==> src/sv/rtt_rto_estimator_unit_defines.svh <==
// ---------------------------------------------------------------------------
// RTT/RTO estimator assertion macros
// Shared concurrent assertion forms for the estimator RTL.
// ---------------------------------------------------------------------------
`ifndef RTT_RTO_ESTIMATOR_UNIT_DEFINES_SVH
`define RTT_RTO_ESTIMATOR_UNIT_DEFINES_SVH

// Check that a condition implies another one in the next cycle
`define RRE_ASSERT_NEXT(lbl, clk, rst_n, ante, cons) \
    lbl: assert property (@(posedge clk) disable iff (!(rst_n)) (ante) |=> (cons)) \
        else $error("rre assertion failed: next-cycle implication");

// Check that a condition implies another one in the same cycle
`define RRE_ASSERT_SAME(lbl, clk, rst_n, ante, cons) \
    lbl: assert property (@(posedge clk) disable iff (!(rst_n)) (ante) |-> (cons)) \
        else $error("rre assertion failed: same-cycle implication");

`endif

==> src/sv/rre_pkg.sv <==
// ---------------------------------------------------------------------------
// RTT/RTO estimator package
// Sequencer states, opcodes, register indexes and field widths.
// ---------------------------------------------------------------------------
package rre_pkg;

    localparam int unsigned TIME_W   = 32;
    localparam int unsigned WEIGHT_W = 9;
    localparam int unsigned PROD_W   = TIME_W + WEIGHT_W;
    localparam int unsigned CFG_IDX_W = 3;

    // Opcodes
    localparam logic [1:0] OP_SAMPLE  = 2'd0;
    localparam logic [1:0] OP_BACKOFF = 2'd1;
    localparam logic [1:0] OP_LOAD    = 2'd2;

    // Register indexes
    localparam logic [CFG_IDX_W-1:0] REG_RTT_ALPHA   = 3'd0;
    localparam logic [CFG_IDX_W-1:0] REG_RTO_BETA    = 3'd1;
    localparam logic [CFG_IDX_W-1:0] REG_MAX_TIMEOUT = 3'd2;
    localparam logic [CFG_IDX_W-1:0] REG_MIN_RTT     = 3'd3;
    localparam logic [CFG_IDX_W-1:0] REG_INITIAL_RTT = 3'd4;
    localparam logic [CFG_IDX_W-1:0] REG_INITIAL_RTO = 3'd5;

    // Full Q1.8 weight
    localparam logic [WEIGHT_W-1:0] ALPHA_ONE = 9'd256;

    typedef enum logic [2:0] {
        S_IDLE,
        S_MUL_OLD,
        S_MUL_NEW,
        S_SUM,
        S_MUL_TO,
        S_SCALE,
        S_DONE
    } t_state;

endpackage

==> src/sv/rtt_rto_estimator_unit.sv <==
// ---------------------------------------------------------------------------
// RTT/RTO estimator unit
// Smoothed round-trip time and retransmission timeout for one connection.
// ---------------------------------------------------------------------------
// A valid rtt sample item keeps the sequencer busy while three products (old
// smoothed rtt by alpha, sample by 256 - alpha, new smoothed rtt by beta)
// pass one after another through the single registered 32 x 9 multiplier,
// with a sum after the second and a scaling step after the third. Backoff,
// load, invalid samples and the unused opcode go straight to the final step.
// s_axis_tready is high only while the sequencer is idle; a finished result
// sits in the output register, and the next item is accepted while it waits.
// The sequencer holds its final step until the output register is free.
module rtt_rto_estimator_unit (
    input  logic        i_clk,
    input  logic        i_rst_n,
    // configuration write port
    input  logic        i_cfg_we,
    input  logic [rre_pkg::CFG_IDX_W-1:0] i_cfg_idx,
    input  logic [31:0] i_cfg_wdata,
    // input items
    input  logic        s_axis_tvalid,
    output logic        s_axis_tready,
    input  logic [63:0] s_axis_tdata,   // send_time[31:0], ack_time[63:32]
    input  logic [2:0]  s_axis_tuser,   // opcode[1:0], sample_valid[2]
    // result items
    output logic        m_axis_tvalid,
    input  logic        m_axis_tready,
    output logic [63:0] m_axis_tdata,   // smoothed_rtt_out[31:0], timeout_out[63:32]
    output logic [0:0]  m_axis_tuser    // changed[0]
);
    import rre_pkg::*;

    `include "rtt_rto_estimator_unit_defines.svh"

    // Configuration registers
    logic [8:0]        r_alpha;
    logic [7:0]        r_beta;
    logic [TIME_W-1:0] r_max_to;
    logic [9:0]        r_min_rtt;
    logic [TIME_W-1:0] r_init_rtt;
    logic [TIME_W-1:0] r_init_rto;

    // Estimator state
    logic [TIME_W-1:0] r_srtt;
    logic [TIME_W-1:0] r_rto;

    // Per-item work registers
    t_state              r_state, n_state;
    logic [TIME_W-1:0]   r_rtt;
    logic [WEIGHT_W-1:0] r_a;
    logic [TIME_W:0]     r_acc;
    logic [TIME_W-1:0]   r_new_rtt;
    logic [TIME_W-1:0]   r_new_rto;

    // Output register
    logic              r_out_valid;
    logic [TIME_W-1:0] r_out_rtt;
    logic [TIME_W-1:0] r_out_rto;
    logic              r_out_changed;

    // Shared multiplier
    logic [TIME_W-1:0]   mul_a;
    logic [WEIGHT_W-1:0] mul_b;
    logic [PROD_W-1:0]   mul_p;

    logic s_fire, m_fire, out_free, out_load;
    logic [1:0]        in_op;
    logic              in_valid;
    logic [TIME_W-1:0] in_send, in_ack, diff, rtt_clamped;
    logic [TIME_W:0]   dbl;
    logic [TIME_W-1:0] backoff_rto;
    logic [TIME_W+1:0] sum;
    logic [PROD_W-5:0] scaled;

    rre_mul u_mul (
        .i_clk (i_clk),
        .i_a   (mul_a),
        .i_b   (mul_b),
        .o_p   (mul_p)
    );

    assign in_op    = s_axis_tuser[1:0];
    assign in_valid = s_axis_tuser[2];
    assign in_send  = s_axis_tdata[31:0];
    assign in_ack   = s_axis_tdata[63:32];

    assign s_fire   = s_axis_tvalid && s_axis_tready;
    assign m_fire   = r_out_valid && m_axis_tready;
    assign out_free = !r_out_valid || m_axis_tready;
    assign out_load = (r_state == S_DONE) && out_free;

    // Clamp the sample up to the minimum rtt; a negative difference also gets the minimum
    always_comb begin
        diff = in_ack - in_send;
        if (diff[TIME_W-1] || (diff < TIME_W'(r_min_rtt))) begin
            rtt_clamped = TIME_W'(r_min_rtt);
        end else begin
            rtt_clamped = diff;
        end
    end

    // Double the timeout, capped at the maximum
    always_comb begin
        dbl = {r_rto, 1'b0};
        if (dbl < {1'b0, r_max_to}) begin
            backoff_rto = dbl[TIME_W-1:0];
        end else begin
            backoff_rto = r_max_to;
        end
    end

    assign sum    = {1'b0, r_acc} + {1'b0, mul_p[PROD_W-1:8]};
    assign scaled = mul_p[PROD_W-1:4];

    // Next state
    always_comb begin
        n_state = r_state;
        case (r_state)
            S_IDLE: begin
                if (s_fire) begin
                    if ((in_op == OP_SAMPLE) && in_valid) begin
                        n_state = S_MUL_OLD;
                    end else begin
                        n_state = S_DONE;
                    end
                end
            end
            S_MUL_OLD: n_state = S_MUL_NEW;
            S_MUL_NEW: n_state = S_SUM;
            S_SUM:     n_state = S_MUL_TO;
            S_MUL_TO:  n_state = S_SCALE;
            S_SCALE:   n_state = S_DONE;
            S_DONE: begin
                if (out_free) begin
                    n_state = S_IDLE;
                end
            end
            default:   n_state = S_IDLE;
        endcase
    end

    // Sequencer outputs: ready and multiplier operands
    always_comb begin
        s_axis_tready = 1'b0;
        mul_a         = '0;
        mul_b         = '0;
        case (r_state)
            S_IDLE: s_axis_tready = 1'b1;
            S_MUL_OLD: begin
                mul_a = r_srtt;
                mul_b = r_a;
            end
            S_MUL_NEW: begin
                mul_a = r_rtt;
                mul_b = ALPHA_ONE - r_a;
            end
            S_MUL_TO: begin
                mul_a = r_new_rtt;
                mul_b = {1'b0, r_beta};
            end
            default: begin
                s_axis_tready = 1'b0;
            end
        endcase
    end

    // Control registers
    always_ff @(posedge i_clk) begin
        if (!i_rst_n) begin
            r_state     <= S_IDLE;
            r_out_valid <= 1'b0;
            r_srtt      <= '0;
            r_rto       <= '0;
            r_alpha     <= 9'd224;
            r_beta      <= 8'd32;
            r_max_to    <= 32'd60000;
            r_min_rtt   <= 10'd10;
            r_init_rtt  <= 32'd0;
            r_init_rto  <= 32'd3000;
        end else begin
            r_state <= n_state;
            if (out_load) begin
                r_out_valid <= 1'b1;
                r_srtt      <= r_new_rtt;
                r_rto       <= r_new_rto;
            end else if (m_fire) begin
                r_out_valid <= 1'b0;
            end
            if (i_cfg_we) begin
                case (i_cfg_idx)
                    REG_RTT_ALPHA:   r_alpha    <= i_cfg_wdata[8:0];
                    REG_RTO_BETA:    r_beta     <= i_cfg_wdata[7:0];
                    REG_MAX_TIMEOUT: r_max_to   <= i_cfg_wdata;
                    REG_MIN_RTT:     r_min_rtt  <= i_cfg_wdata[9:0];
                    REG_INITIAL_RTT: r_init_rtt <= i_cfg_wdata;
                    REG_INITIAL_RTO: r_init_rto <= i_cfg_wdata;
                    default: begin
                        r_alpha <= r_alpha;
                    end
                endcase
            end
        end
    end

    // Work and payload registers
    always_ff @(posedge i_clk) begin
        case (r_state)
            S_IDLE: begin
                if (s_fire) begin
                    r_rtt <= rtt_clamped;
                    r_a   <= r_alpha[8] ? ALPHA_ONE : r_alpha;
                    case (in_op)
                        OP_BACKOFF: begin
                            r_new_rtt <= r_srtt;
                            r_new_rto <= backoff_rto;
                        end
                        OP_LOAD: begin
                            r_new_rtt <= r_init_rtt;
                            r_new_rto <= r_init_rto;
                        end
                        default: begin
                            r_new_rtt <= r_srtt;
                            r_new_rto <= r_rto;
                        end
                    endcase
                end
            end
            // Hold the scaled old term
            S_MUL_NEW: r_acc <= mul_p[PROD_W-1:8];
            // Add the sample term, saturate
            S_SUM: begin
                r_new_rtt <= (sum[TIME_W+1:TIME_W] != 2'b00) ? '1 : sum[TIME_W-1:0];
            end
            // Scale the timeout, saturate
            S_SCALE: begin
                r_new_rto <= (scaled[PROD_W-5:TIME_W] != '0) ? '1 : scaled[TIME_W-1:0];
            end
            S_DONE: begin
                if (out_free) begin
                    r_out_rtt     <= r_new_rtt;
                    r_out_rto     <= r_new_rto;
                    r_out_changed <= (r_new_rtt != r_srtt) || (r_new_rto != r_rto);
                end
            end
            default: begin
                r_acc <= r_acc;
            end
        endcase
    end

    assign m_axis_tvalid   = r_out_valid;
    assign m_axis_tdata    = {r_out_rto, r_out_rtt};
    assign m_axis_tuser[0] = r_out_changed;

    // Assertions
    `RRE_ASSERT_NEXT(a_busy_after_accept, i_clk, i_rst_n, s_fire, !s_axis_tready)
    `RRE_ASSERT_NEXT(a_state_holds, i_clk, i_rst_n, !out_load, $stable(r_srtt) && $stable(r_rto))
    `RRE_ASSERT_NEXT(a_changed_flag, i_clk, i_rst_n, out_load,
        r_out_changed == ((r_srtt != $past(r_srtt)) || (r_rto != $past(r_rto))))
    `RRE_ASSERT_SAME(a_load_needs_room, i_clk, i_rst_n, out_load, !r_out_valid || m_axis_tready)

endmodule

==> src/sv/rre_mul.sv <==
// ---------------------------------------------------------------------------
// RTT/RTO estimator shared multiplier
// One 32 x 9 unsigned multiply with a registered product.
// ---------------------------------------------------------------------------
module rre_mul (
    input  logic                        i_clk,
    input  logic [rre_pkg::TIME_W-1:0]   i_a,
    input  logic [rre_pkg::WEIGHT_W-1:0] i_b,
    output logic [rre_pkg::PROD_W-1:0]   o_p
);
    import rre_pkg::*;

    logic [PROD_W-1:0] r_p;

    // Register the product
    always_ff @(posedge i_clk) begin
        r_p <= PROD_W'(i_a) * PROD_W'(i_b);
    end

    assign o_p = r_p;

endmodule
==> config.mk <==
export PLATFORM = sky130hd
export DESIGN_NAME = rtt_rto_estimator_unit
export DESIGN_NICKNAME = d
export VERILOG_FILES = /design/src/sv/rre_pkg.sv /design/src/sv/rtt_rto_estimator_unit.sv /design/src/sv/rre_mul.sv
export VERILOG_INCLUDE_DIRS = /design/src /design/src/sv
export SDC_FILE = /design/constraint.sdc
export NUM_CORES = 2
export LEC_CHECK = 0
export ABC_AREA = 1
export BUFFER_PORTS_ARGS = -buffer_cell sky130_fd_sc_hd__buf_4
export CORE_MARGIN = 4
export CORE_UTILIZATION = 55
export DETAILED_ROUTE_END_ITERATION = 12
export GPL_TIMING_DRIVEN = 0
export PLACE_DENSITY_LB_ADDON = 0.05
export RECOVER_POWER = 100
export SYNTH_ARGS = -nofsm -noshare
export SYNTH_HDL_FRONTEND = slang
export SYNTH_HIERARCHICAL = 1
export SYNTH_SLANG_ARGS = --single-unit
==> constraint.sdc <==
create_clock -name i_clk -period 8.96 [get_ports i_clk]
set_input_delay 1.792 -clock i_clk [delete_from_list [all_inputs] [get_ports i_clk]]
set_output_delay 1.792 -clock i_clk [all_outputs]
set_load 0.02 [all_outputs]
==> impl_metrics.toml <==
[outcome]
status = "finished, violations left"
violations = "capacitance limit, slew limit"

[synthesis]
syn_area_per_cell_um2 = 7.36
netlist_area_um2 = 33000
synthCells = 4477
syn-num-nets = 4966
yosysWarnings = 6

[routing]
wl_met2_mm = 51.4
viasPerCell = 5.51
vias = 30378
drt.antenna.violating_nets = 0
dr.pass1.iters = 8
met3_wirelength_mm = 10.4
drc = 0
routed_wl_mm = 114
wl_per_cell_um = 20.7
met1_length_mm = 46.3
dr.max_layer_used = "met4"
first_iter_violations = 3141

[cells_and_area]
drive_gt1_frac = 0.0394
fin_cells = 5517
fin_nets = 5192
area_growth_pct = 10.6

[floorplan]
ios = 174
core_area_um2 = 59100
fp.dieW_um = 253
die_area_um2 = 63900
start_util = 0.557
placementRows = 89
chipHeight_um = 253

[run]
max-cap-violations = 5

[placement]
gp_congestion = 1.03
io_buffers = 172
dp_cells = 5427
hpwl_mm = 93.8
dp_slack_ns = 2.26

[power]
seq_power_share = 0.308
intPower_uw = 5160
power.leakage_uw = 0.0193
switchingPower_uw = 4830
switching_share = 0.483
vdd_drop_max_mv = 0.175
clkPwrFrac = 0.196
power_frac_comb = 0.496
totalPowerFinal_uw = 9990
p_per_area_nw_per_um2 = 274

[critical_path]
cp-end-kind = "flip-flop"
critPathRequiredTime_ns = 9.45
cp-startpoint = "r_state[1]"
crit_type = "flip-flop to flip-flop"
critPathArrivalTime_ns = 7.35
rr_startpoint = "r_state[1]"
path_max_fanout = 10
crit_path_start_kind = "flip-flop"

[grt]
grt_pass1_wl_mm = 172
grt_pass1_vias = 29008
track_usage = 0.355
antenna_found_initial = 3
grt_max_degree = 54
grt_overflow = 0

[timing]
fin_hold_ws_ns = 0.443
rsz0062_at_grt = "false"
setup_tns_ns = 0
fin_ws_ns = 2.10
max_freq_mhz = 146
setup_viol = 0
worstMarginPinSlew_ns = 3.13
drv_slew = 149
hold_viol_final = 0
finalCritPeriodShare = 0.766
period_needed_ns = 6.86
fin_skew_ns = 0.0180
slew_headroom = -1.09

[clock_network]
cts_buffers = 47
cts_buffer_depth = 3
worstSkewPairLatency_ns = 0.60
cts_setup_buffers = 0
ctsResizeCount = 0
tritoncts = "yes"
htreeDepth = 2
cts-root-buf = "clkbuf_16"
cts_sinks = 431
cts_hold_buf = 0
clk_pin_slew_worst_paths_ns = 0.06

[min_path]
min_path_type = "flip-flop to flip-flop"
hold_start = "r_new_rto[2]"
worst max-delay path, cell delays in order (launching register included):
cell      delay [ns]
dfxtp_1         0.35
inv_1           0.11
nor3_1          0.51
clkbuf_1        0.43
nand3_1         0.12
o211ai_1        0.44
clkbuf_1        0.63
nand2_1         0.17
fa_1            0.56
inv_1           0.05
fa_1            0.49
fa_1            0.49
inv_1           0.05
fa_1            0.53
inv_1           0.05
ha_1            0.41
a21oi_1         0.46
nand2_1         0.18
a21oi_1         0.19
nand3_1         0.21
nand2_1         0.14
nand2_1         0.06
nand2_1         0.06
nand2_1         0.05
per-stage QoR:
step | cell area, um2 | utilization
after floorplan | 33000 | -
after global placement | 35200 | 0.595
after detailed placement | 35400 | 0.598
after CTS | 36900 | 0.624
after global routing | 36400 | 0.616
final | 36400 | 0.616
cell type report:
| class | instances | area [um2] |
|---|---|---|
| Tap cell | 773 | 967 |
| Timing Repair Buffer | 177 | 1040 |
| Inverter | 895 | 3360 |
| Clock buffer | 66 | 1360 |
| Buffer | 172 | 648 |
| Antenna cell | 3 | 7.51 |
| Fill cell | 5636 | 22700 |
| Sequential cell | 431 | 10700 |
| Multi-Input combinational cell | 2979 | 18200 |
| Clock inverter | 21 | 188 |
power by group through the flow:
stage	clock network [uW]	logic, uW	registers [uW]
3_3_place_gp	0	4830	3100
4_1_cts	1970	4970	3030
6_report	1960	4960	3070
5_1_grt	2050	5400	3080
3_5_place_dp	0	4930	3070
2_1_floorplan	0	3090	2900
placed cells by master, fill, tap and decap left out, types with 169 or more instances in the layout:
cell type	count
nand2_1	1175
o21ai_0	290
a21oi_1	220
fa_1	213
nand3_1	192
nor2_1	390
edfxtp_1	203
ha_1	169
inv_1	890
dfxtp_1	228
clkbuf_1	253
state kept, by name, summed over array words and instances, names as in the netlist:
name	count
r_out_rtt	32
r_a	9
r_out_rto	32
r_rtt	32
r_acc	33
m_axis_tuser	1
r_max_to	32
r_srtt	32
u_mul/o_p	37
r_init_rto	32
r_state	3
r_beta	8
r_init_rtt	32
r_rto	32
r_alpha	9
r_min_rtt	10
r_new_rto	32
r_new_rtt	32
m_axis_tvalid	1
worst paths after layout:
| kind | endpoint | slack (ns) | cells after the start |
|---|---|---|---|
| min reg2reg | r_out_rto[2] | 0.44 | 0 |
| max | u_mul/o_p[40] | 2.10 | 23 |
| max reg2reg | u_mul/o_p[40] | 2.10 | 23 |
| min | r_out_rto[2] | 0.44 | 0 |
per-layer routing:
metal / track usage / up-vias
met5: 0 / -
met4: 0.151 / 0
met3: 0.0630 / 269
met2: 0.577 / 1463
met1: 0.471 / 14243
li1: - / 14403
(Power assumes the default switching activity.)
